### src/design/gnrd_pkg.sv
// Package for the nibble run-length glyph decoder.
// Holds the sequencer and decode-mode types and fixed field constants.
// No dependencies.
package gnrd_pkg;

  // Fixed field widths
  localparam int CODE_BITS  = 4;
  localparam int ADDR_BITS  = 14;
  localparam int RUN_BITS   = 4;

  // A header below this value announces a run, otherwise a literal group
  localparam logic [CODE_BITS-1:0] RUN_HDR_LIMIT = 4'd8;
  // Literal group length is LIT_SPAN minus the header
  localparam logic [CODE_BITS:0]   LIT_SPAN      = 5'd16;

  // Configuration register indexes
  localparam int CFG_IDX_BITS = 2;
  localparam logic [CFG_IDX_BITS-1:0] CFG_GLYPH_WIDTH  = 2'd0;
  localparam logic [CFG_IDX_BITS-1:0] CFG_GLYPH_HEIGHT = 2'd1;
  localparam logic [CFG_IDX_BITS-1:0] CFG_COLUMN_MAJOR = 2'd2;

  // What the next nibble means
  typedef enum logic [1:0] {
    MODE_HEADER  = 2'd0,
    MODE_RUN     = 2'd1,
    MODE_LITERAL = 2'd2
  } mode_t;

  // Pixel sequencer
  typedef enum logic {
    ST_IDLE = 1'b0,
    ST_EMIT = 1'b1
  } state_t;

endpackage

### src/design/glyph_nibble_rle_decoder.sv
// Top level of the nibble run-length glyph decoder.
// Depends on gnrd_pkg for types and constants.
//
//  channel | dir | handshake        | payload
//  in_     | in  | tvalid / tready  | tdata[3:0] code_nibble
//  out_    | out | tvalid / tready  | tdata[3:0] pixel_value, [17:4] pixel_address,
//          |     |                  | tlast last_of_run, tuser glyph_done
//  cfg_    | in  | we (no wait)     | addr register index, wdata register value
//
// A header nibble is accepted without yielding a pixel. A pixel-bearing nibble is accepted,
// then yields 1 to 8 pixels from the single pixel step unit, which emits one pixel and
// advances the address counters each cycle while the output register is free.
// A nibble whose glyph is already complete (or zero area) yields no pixel; the decode restarts.
// Output stalls hold the pixel step; one finished pixel waits in the output register.
// rst_n is synchronous, active low; it clears the configuration and control registers, counters and the mode.
module glyph_nibble_rle_decoder
  import gnrd_pkg::*;
#(
  parameter int DIM_BITS = 7
) (
  input  logic                    clk,
  input  logic                    rst_n,
  // input stream
  input  logic                    in_tvalid,
  output logic                    in_tready,
  input  logic [7:0]              in_tdata,   // [3:0] code_nibble, [7:4] zero
  // result stream
  output logic                    out_tvalid,
  input  logic                    out_tready,
  output logic [23:0]             out_tdata,  // [3:0] pixel_value, [17:4] pixel_address
  output logic                    out_tlast,  // last_of_run
  output logic                    out_tuser,  // [0] glyph_done
  // configuration
  input  logic                    cfg_we,
  input  logic [CFG_IDX_BITS-1:0] cfg_addr,
  input  logic [DIM_BITS-1:0]     cfg_wdata
);

  localparam int CW = 2 * DIM_BITS;
  localparam int AW = (CW > ADDR_BITS) ? CW : ADDR_BITS;

  // Configuration registers
  logic [DIM_BITS-1:0] width_r, height_r;
  logic                col_major_r;

  // Decode state
  state_t              state_r, state_nxt;
  mode_t               mode_r, mode_nxt;
  logic [RUN_BITS-1:0] lit_r, lit_nxt;
  logic [RUN_BITS-1:0] run_r, run_nxt;
  logic [RUN_BITS-1:0] rem_r, rem_nxt;
  logic [CODE_BITS-1:0] nib_r, nib_nxt;
  logic [CW-1:0]       pix_cnt_r, pix_cnt_nxt;
  logic [DIM_BITS-1:0] col_r, col_nxt;
  logic [DIM_BITS-1:0] row_r, row_nxt;
  logic [CW-1:0]       oaddr_r, oaddr_nxt;

  // Output register
  logic                 out_valid_r, out_valid_nxt;
  logic [CODE_BITS-1:0] out_pix_r, out_pix_nxt;
  logic [ADDR_BITS-1:0] out_addr_r, out_addr_nxt;
  logic                 out_last_r, out_last_nxt;
  logic                 out_done_r, out_done_nxt;

  // Pixel step signals
  logic                 in_fire;
  logic                 slot_free;
  logic                 step;
  logic                 stale;
  logic [CW-1:0]        len;
  logic [CW-1:0]        cnt_inc;
  logic [DIM_BITS-1:0]  row_inc, col_inc;
  logic [CW-1:0]        oaddr_inc;
  logic                 done;
  logic                 last;
  logic [AW-1:0]        addr_sel;
  logic [CODE_BITS-1:0] nib_in;

  assign nib_in    = in_tdata[CODE_BITS-1:0];
  assign in_tready = (state_r == ST_IDLE);
  assign in_fire   = in_tvalid && in_tready;
  assign slot_free = !out_valid_r || out_tready;
  assign step      = (state_r == ST_EMIT) && slot_free;

  // Glyph area from the current registers
  assign len = CW'(width_r) * CW'(height_r);

  // Configuration writes
  always_ff @(posedge clk) begin
    if (!rst_n) begin
      width_r     <= '0;
      height_r    <= '0;
      col_major_r <= 1'b0;
    end else begin
      if (cfg_we) begin
        unique case (cfg_addr)
          CFG_GLYPH_WIDTH:  width_r     <= cfg_wdata;
          CFG_GLYPH_HEIGHT: height_r    <= cfg_wdata;
          CFG_COLUMN_MAJOR: col_major_r <= cfg_wdata[0];
          default: ;
        endcase
      end
    end
  end

  // Pixel step unit: one pixel and one counter advance per cycle while the output register is free
  always_comb begin
    stale     = (pix_cnt_r >= len);
    cnt_inc   = CW'(pix_cnt_r + 1'b1);
    row_inc   = DIM_BITS'(row_r + 1'b1);
    col_inc   = DIM_BITS'(col_r + 1'b1);
    oaddr_inc = CW'(oaddr_r + CW'(width_r));
    done      = (cnt_inc == len);
    last      = done || (rem_r == RUN_BITS'(1));
    addr_sel  = col_major_r ? AW'(oaddr_r) : AW'(pix_cnt_r);
  end

  // Sequencer: next state, mode and counters
  always_comb begin
    state_nxt     = state_r;
    mode_nxt      = mode_r;
    lit_nxt       = lit_r;
    run_nxt       = run_r;
    rem_nxt       = rem_r;
    nib_nxt       = nib_r;
    pix_cnt_nxt   = pix_cnt_r;
    col_nxt       = col_r;
    row_nxt       = row_r;
    oaddr_nxt     = oaddr_r;
    out_valid_nxt = out_valid_r && !out_tready;
    out_pix_nxt   = out_pix_r;
    out_addr_nxt  = out_addr_r;
    out_last_nxt  = out_last_r;
    out_done_nxt  = out_done_r;

    unique case (state_r)
      ST_IDLE: begin
        if (in_fire) begin
          nib_nxt = nib_in;
          unique case (mode_r)
            MODE_RUN: begin
              rem_nxt   = RUN_BITS'(run_r + 1'b1);
              mode_nxt  = MODE_HEADER;
              state_nxt = ST_EMIT;
            end
            MODE_LITERAL: begin
              rem_nxt   = RUN_BITS'(1);
              lit_nxt   = RUN_BITS'(lit_r - 1'b1);
              if (lit_nxt == '0) mode_nxt = MODE_HEADER;
              state_nxt = ST_EMIT;
            end
            default: begin
              // header nibble: set up a run or a literal group
              if (nib_in < RUN_HDR_LIMIT) begin
                run_nxt  = nib_in;
                mode_nxt = MODE_RUN;
              end else begin
                lit_nxt  = RUN_BITS'(LIT_SPAN - {1'b0, nib_in});
                mode_nxt = MODE_LITERAL;
              end
            end
          endcase
        end
      end
      ST_EMIT: begin
        if (step) begin
          if (stale) begin
            // glyph already complete: drop the nibble and restart
            state_nxt   = ST_IDLE;
            mode_nxt    = MODE_HEADER;
            lit_nxt     = '0;
            pix_cnt_nxt = '0;
            col_nxt     = '0;
            row_nxt     = '0;
            oaddr_nxt   = '0;
          end else begin
            out_valid_nxt = 1'b1;
            out_pix_nxt   = nib_r;
            out_addr_nxt  = addr_sel[ADDR_BITS-1:0];
            out_last_nxt  = last;
            out_done_nxt  = done;
            rem_nxt       = RUN_BITS'(rem_r - 1'b1);
            if (done) begin
              state_nxt   = ST_IDLE;
              mode_nxt    = MODE_HEADER;
              lit_nxt     = '0;
              pix_cnt_nxt = '0;
              col_nxt     = '0;
              row_nxt     = '0;
              oaddr_nxt   = '0;
            end else begin
              if (last) state_nxt = ST_IDLE;
              pix_cnt_nxt = cnt_inc;
              // counters run in column order; wrap to the next column
              if (row_inc >= height_r) begin
                row_nxt   = '0;
                col_nxt   = col_inc;
                oaddr_nxt = CW'(col_inc);
              end else begin
                row_nxt   = row_inc;
                oaddr_nxt = oaddr_inc;
              end
            end
          end
        end
      end
      default: state_nxt = ST_IDLE;
    endcase
  end

  // Control and counter registers
  always_ff @(posedge clk) begin
    if (!rst_n) begin
      state_r     <= ST_IDLE;
      mode_r      <= MODE_HEADER;
      lit_r       <= '0;
      run_r       <= '0;
      rem_r       <= '0;
      pix_cnt_r   <= '0;
      col_r       <= '0;
      row_r       <= '0;
      oaddr_r     <= '0;
      out_valid_r <= 1'b0;
    end else begin
      state_r     <= state_nxt;
      mode_r      <= mode_nxt;
      lit_r       <= lit_nxt;
      run_r       <= run_nxt;
      rem_r       <= rem_nxt;
      pix_cnt_r   <= pix_cnt_nxt;
      col_r       <= col_nxt;
      row_r       <= row_nxt;
      oaddr_r     <= oaddr_nxt;
      out_valid_r <= out_valid_nxt;
    end
  end

  // Payload registers
  always_ff @(posedge clk) begin
    nib_r      <= nib_nxt;
    out_pix_r  <= out_pix_nxt;
    out_addr_r <= out_addr_nxt;
    out_last_r <= out_last_nxt;
    out_done_r <= out_done_nxt;
  end

  assign out_tvalid = out_valid_r;
  assign out_tdata  = {6'd0, out_addr_r, out_pix_r};
  assign out_tlast  = out_last_r;
  assign out_tuser  = out_done_r;

  // Checks
  a_done_is_last: assert property (@(posedge clk) disable iff (!rst_n)
    out_valid_r && out_done_r |-> out_last_r)
    else $error("glyph_done beat without last_of_run");

  a_restart_after_done: assert property (@(posedge clk) disable iff (!rst_n)
    step && !stale && done |=> pix_cnt_r == '0 && mode_r == MODE_HEADER)
    else $error("counters not cleared after glyph completion");

  a_emit_has_pixels: assert property (@(posedge clk) disable iff (!rst_n)
    state_r == ST_EMIT |-> rem_r != '0)
    else $error("pixel step with nothing left to emit");

  a_no_overwrite: assert property (@(posedge clk) disable iff (!rst_n)
    out_valid_r && !out_tready |=> $stable(out_addr_r) && $stable(out_pix_r))
    else $error("stalled result overwritten");

endmodule

### config.mk
export PLATFORM = sky130hd
export DESIGN_NAME = glyph_nibble_rle_decoder
export DESIGN_NICKNAME = d
export VERILOG_FILES = /design/src/design/gnrd_pkg.sv /design/src/design/glyph_nibble_rle_decoder.sv
export SDC_FILE = /design/constraint.sdc
export NUM_CORES = 1
export LEC_CHECK = 0
export BUFFER_PORTS_ARGS = -buffer_cell sky130_fd_sc_hd__buf_2
export CAP_MARGIN = 20
export CORE_ASPECT_RATIO = 0.75
export CORE_UTILIZATION = 30
export DETAILED_ROUTE_END_ITERATION = 6
export SLEW_MARGIN = 20
export SYNTH_ARGS = -nofsm -noshare
export SYNTH_HDL_FRONTEND = slang
export SYNTH_SLANG_ARGS = --single-unit
export TNS_END_PERCENT = 30
### constraint.sdc
create_clock -name clk -period 10 [get_ports clk]
set_clock_uncertainty 0.1 [all_clocks]
set_input_delay 1 -clock clk [delete_from_list [all_inputs] [get_ports clk]]
set_output_delay 1 -clock clk [all_outputs]
set_load 0.01 [all_outputs]
==> reports/metrics.cfg, run 1 <==
[yosys]
syn_area_per_cell_sq_um=8.906
ys_top_cells_by_area=dfxtp_1, ha_1, edfxtp_1, fa_1, nand2_1
synth_warnings=0
synth_area_sq_mm=0.007498
synth-async-reset-ratio_pct=0
synth_top_flop_cell=dfxtp_1
synthDistinctLibCells=81
ys_ff_latch=97
postSynthCellCount=842
synth_top_area_share_pct=19.49
synth_edf_count=24
synth_top_area_cell=dfxtp_1
ys_seq_area_share_pct=29.10

[global_routing]
antenna_found_initial=0
grt_max_degree=54
grt_pass1_wl_um=29160
track_usage_pct=14.28
grt_pass1_vias=5605
overflow=0

[clocking]
cts_root_buf=clkbuf_16
clock_sinks=97
htreeDepth=3
ctsResizeCount=0
post_cts.repair.setup_buffers=0
cts_buffers=9
cts_tree=built
clock_latency_ps=360
clockBufferDepth=2
cts.clk_slew.worst_paths_ps=70
cts_hold_buf=0

[detailed_routing]
num_vias=5912
drc_errors=0
avgRoutedWirePerCell_um=14.63
drt-vias-per-instance=4.981
drtIter0Drc=418
wl_um=17370
drtAntennaViolNets=0
drtPass1Iterations=5

[placed_design]
hpwl_um=12650
portBuffers=39
place_inst=1171
place.gp.congestion=0.8069
placedInstanceArea_sq_mm=0.007936

[timing]
rsz0062_at_grt=false
finalCriticalPeriod_ps=7447
worstMarginPinSlew_ps=1037
finalHoldViolCount=0
setup_violations=0
hold_ws_ps=324.2
slew_violations=0
fmax_mhz=134.3
slew-limit-headroom_pct=30.62
layout_worst_path_cycle_share_pct=74.47
tns_ps=0

[worst_setup_path]
crit_arrival_ps=7590
cp_max_fo=31
timing.rr.start=width_r[1]
end_kind=flip-flop
cp-start-kind=flip-flop
crit_start=width_r[1]
cp.required_ps=10150
critical_path_class=reg -> reg

[layout]
final_nets=969
post_route_cells_drive_above_1_share_pct=11.33
final_common_cell=nand2_1
num-fill-cells=2516
instances_no_fill=1187
syn2layout_area_growth_pct=9.695
mostFrequentLayoutCells=nand2_1, dfxtp_1, ha_1
final_design_area_no_fill_sq_mm=0.008225
diodes=0

[power]
power.density_mw_per_mm2=106.0
leakage_nw=3.501
vdd_drop_max_mv=0.06550
power_w=0.0008718

[die]
io-pin-count=50
die_y_um=138.9
rows=49
die-width_um=184.6
fp.coreArea_sq_mm=0.02428
start_util_pct=30.89
die_area_sq_mm=0.02564

[status]
status=finished, final reports clean

[min_path]
min_from=nib_r[3]
hp-class=reg -> reg

[run]
max_cap_viol_count=0

-- per-layer routing --
layer  wire length (um)  track usage [%]  vias to the layer above  part of all wire [%]
met4                134            2.851                        0                  0.77
met2               7613            21.53                       80                    44
li1                   -                -                     2977                     -
met5                  0                0                        -                     0
met3                695            3.283                       11                   4.0
met1               8925            20.63                     2844                    51
-- critical path: stages, from the launching register on --
cell	delay, ps
dfxtp_1	570
nand2_1	140
fa_1	520
fa_1	520
fa_1	540
inv_1	50
fa_1	470
ha_1	360
a21o_1	230
a211o_4	370
or4_1	490
and3_1	190
inv_1	60
ha_1	230
nand4_1	110
nor2_1	70
a221oi_1	240
o21ai_0	200
nor2_1	830
o21a_4	520
nor2_1	150
a2111oi_0	370
-- through the flow --
stage / worst slack [ps] / util (%)
after floorplan: 2576 / -
after global placement: 2612 / 32.69
after detailed placement: 2541 / 32.69
after CTS: 2525 / 33.88
after global routing: 1918 / 33.88
final: 2553 / 33.88
-- cells in the mapped netlist (3+ instances only) --
| master | count |
|---|---|
| clkbuf_1 | 34 |
| ha_1 | 71 |
| nor2b_1 | 9 |
| xor2_1 | 28 |
| xnor2_1 | 26 |
| dfxtp_1 | 73 |
| inv_1 | 59 |
| o211ai_1 | 9 |
| a211oi_1 | 4 |
| and3_1 | 19 |
| or4_1 | 3 |
| nand4b_1 | 5 |
| nand4_1 | 19 |
| and2_1 | 22 |
| mux2i_1 | 19 |
| o21a_1 | 3 |
| buf_6 | 3 |
| nand2_1 | 86 |
| buf_2 | 3 |
| o2111ai_1 | 3 |
| and4b_1 | 4 |
| nand3b_1 | 4 |
| nor3b_1 | 5 |
| a32o_1 | 5 |
| nor4_1 | 6 |
| buf_1 | 3 |
| a31oi_1 | 5 |
| a22oi_1 | 3 |
| nor3_1 | 14 |
| mux2_2 | 14 |
| a2111oi_0 | 3 |
| fa_1 | 25 |
| or3_1 | 8 |
| nor2_1 | 55 |
| nand3_1 | 31 |
| buf_4 | 9 |
| edfxtp_1 | 24 |
| o21ai_1 | 10 |
| o21ai_0 | 21 |
| nand2b_1 | 4 |
| a21oi_1 | 34 |
| a21o_1 | 9 |
-- worst paths after layout --
check / cells after the start / endpoint / slack [ps]
min: 0 / out_pix_r[3] / 320
max: 21 / lit_r[3] / 2550
max reg2reg: 21 / lit_r[3] / 2550
min reg2reg: 0 / out_pix_r[3] / 320
-- cells by family after synthesis --
group	share of synthesized area (%)
xor gates and xnor gates	6.892
adders and majority gates	18.52
buffers and inverters	6.424
and+or+nand+nor	21.02
DFF	29.10
AOI/OAI and AO/OA	13.35
muxes	4.639
other	0.05001
-- layout make-up --
| class | instances | area, sq um | area share (%) |
|---|---|---|---|
| Inverter | 59 | 221.5 | 2.692 |
| Tap cell | 331 | 414.1 | 5.035 |
| Clock buffer | 11 | 242.7 | 2.951 |
| Multi-Input combinational cell | 638 | 4871 | 59.22 |
| Timing Repair Buffer | 46 | 247.7 | 3.012 |
| Sequential cell | 97 | 2182 | 26.53 |
| Clock inverter | 5 | 46.29 | 0.5628 |
-- flip-flops by register name, indices dropped and copies added, names as in the netlist, 2 cells and up --
name	cells
pix_cnt_r	14
nib_r	4
run_r	4
oaddr_r	14
width_r	7
out_pix_r	4
mode_r	2
out_addr_r	14
height_r	7
lit_r	4
col_r	7
row_r	7
rem_r	4
-- report_power, final --
part | switching, W | total (W) | internal (W) | leakage (nW)
registers | 0.0000134 | 0.000424 | 0.000410 | 0.830
clock network | 0.000163 | 0.000343 | 0.000180 | 0.143
logic | 0.0000688 | 0.000105 | 0.0000367 | 2.53
(Power assumes the default switching activity.)
==> inputs of run 2 (changes only) <==
- clock period: 10 -> 6.4 ns (I/O delays scaled with it)
==> reports/metrics.cfg, run 2 (synthesis gave the netlist of run 1 again) <==
[timing]
fmax_mhz=164.0  ; +22%
slew-limit-headroom_pct=38.23  ; +7.6 points
worstMarginPinSlew_ps=925.5  ; -111.3 ps
slew_violations=0  ; unchanged
finalCriticalPeriod_ps=6096  ; -1351 ps
layout_worst_path_cycle_share_pct=95.25  ; +21 points
finalHoldViolCount=0  ; unchanged
setup_violations=0  ; unchanged
setup_ws_ps=304.1  ; -2249 ps

[placed_design]
place_ws_ps=93.22  ; -2448 ps
portBuffers=39  ; unchanged
hpwl_um=13480  ; +6.6%
place.gp.congestion=0.8066  ; about the same
place_inst=1196  ; +2.1%

[worst_setup_path]
end_kind=flip-flop
cp.required_ps=6360  ; -3790 ps
critical_path_class=reg -> reg
cp-start-kind=flip-flop
cp_max_fo=7  ; -77%
crit_arrival_ps=6050  ; -1540 ps
r2r_slack_ps=300  ; -2250 ps

[power]
vdd_drop_max_mv=0.1209  ; +85%
power.density_mw_per_mm2=162.8  ; +54%
leakage_nw=3.652  ; +4.3%
power_w=0.001386  ; +59%

[die]
rows=49  ; unchanged
die-width_um=184.6  ; unchanged
die_y_um=138.9  ; unchanged
die_area_sq_mm=0.02564  ; unchanged
start_util_pct=30.89  ; unchanged
io-pin-count=50  ; unchanged
fp.coreArea_sq_mm=0.02428  ; unchanged

[run]
max_cap_viol_count=0  ; unchanged

[clocking]
cts_buffers=9  ; unchanged
cts_root_buf=clkbuf_16
clock_latency_ps=360  ; about the same
cts_tree=built
htreeDepth=3  ; unchanged
clock_sinks=97  ; unchanged
clockBufferDepth=2  ; unchanged
cts.clk_slew.worst_paths_ps=70  ; about the same
cts_hold_buf=0  ; unchanged

[global_routing]
track_usage_pct=14.72  ; +0.44 points
grt_pass1_wl_um=29960  ; +2.7%
grt_max_degree=50  ; -7.4%
overflow=0  ; unchanged
antenna_found_initial=0  ; unchanged
grt_pass1_vias=5804  ; +3.6%

[detailed_routing]
drc_errors=0  ; unchanged
drt-vias-per-instance=4.974  ; -0.14%
num_vias=6043  ; +2.2%
avgRoutedWirePerCell_um=14.95  ; +2.2%
drtAntennaViolNets=0  ; unchanged
drtPass1Iterations=5  ; unchanged
drtIter0Drc=453  ; +8.4%
wl_um=18160  ; +4.6%

[status]
status=finished, final reports clean

[layout]
diodes=0  ; unchanged
instances_no_fill=1215  ; +2.4%
syn2layout_area_growth_pct=13.58
mostFrequentLayoutCells=nand2_1, dfxtp_1, ha_1
top_regs=oaddr_r (14), out_addr_r (14), pix_cnt_r (14)
final_nets=997  ; +2.9%
final_common_cell=nand2_1
num-fill-cells=2544  ; +1.1%
post_route_cells_drive_above_1_share_pct=14.93  ; +3.6 points
final_util_pct=35.08  ; +1.2 points

[min_path]
hp-class=reg -> reg

-- run 2: cell types whose count changed in the layout (fill, tap and decap cells not counted), moves of 2 or more --
| cell | change |
|---|---|
| buf_6 | +2 |
| ha_1 | -3 |
| a2111oi_0 | -2 |
| ha_4 | +2 |
| buf_4 | +25 |
-- run 2: power by group --
part / switching (W) / internal (W)
logic: 0.000117 / 0.0000693
clock network: 0.000252 / 0.000292
registers: 0.0000154 / 0.000641
-- run 2: per-stage QoR --
stage | TNS, ps | cell area, sq um | hold slack (ps)
CTS | 0 | 8439 | 322.6
global placement | 0 | 8143 | 300.4
global route | -480.2 | 8517 | 333.7
finish | 0 | 8517 | 320.1
detailed placement | 0 | 8143 | 305.2
floorplan | 0 | 7528 | 300.3
-- run 2: critical path, stage by stage, from the launching register on --
cell	delay, ps
dfxtp_1	350
nand2_1	80
fa_1	550
fa_1	530
fa_1	540
inv_1	50
fa_1	580
ha_4	230
a21o_1	200
a211o_4	350
or4_1	490
and3_1	180
inv_1	60
ha_1	230
nand4_1	100
nor2_1	60
a221oi_1	230
o21ai_1	150
buf_4	170
nor3_4	250
buf_4	160
buf_4	150
-- run 2: worst paths after layout --
| kind | start | endpoint | cells after the start |
|---|---|---|---|
| setup reg to reg | height_r[6] | out_tuser | 21 |
| hold / removal | nib_r[1] | out_pix_r[1] | 0 |
| hold reg to reg | nib_r[1] | out_pix_r[1] | 0 |
| setup / recovery | height_r[6] | out_tuser | 21 |
-- run 2: layout make-up --
type                            instances  area [sq um]  share of cell area (%)
Tap cell                              331         414.1                   4.863
Multi-Input combinational cell        638          4921                   57.78
Timing Repair Buffer                   74         478.0                   5.612
Sequential cell                        97          2186                   25.66
Clock buffer                           10         250.2                   2.938
Clock inverter                          6         46.29                  0.5436
Inverter                               59         221.5                   2.600
-- run 2: repair_timing --
action / 4_1_cts / 5_1_grt
resized for setup: 0 / 13
endpoints found under the setup margin: 0 / 68
setup buffers: 0 / 3
-- run 2: routing by layer --
metal / share of wire [%] / track usage (%) / vias to the layer above
met5: 0 / 0 / -
met4: 1.7 / 4.693 / 0
met3: 5.1 / 3.440 / 21
met2: 43 / 21.85 / 122
met1: 50 / 20.86 / 2859
li1: - / - / 3041
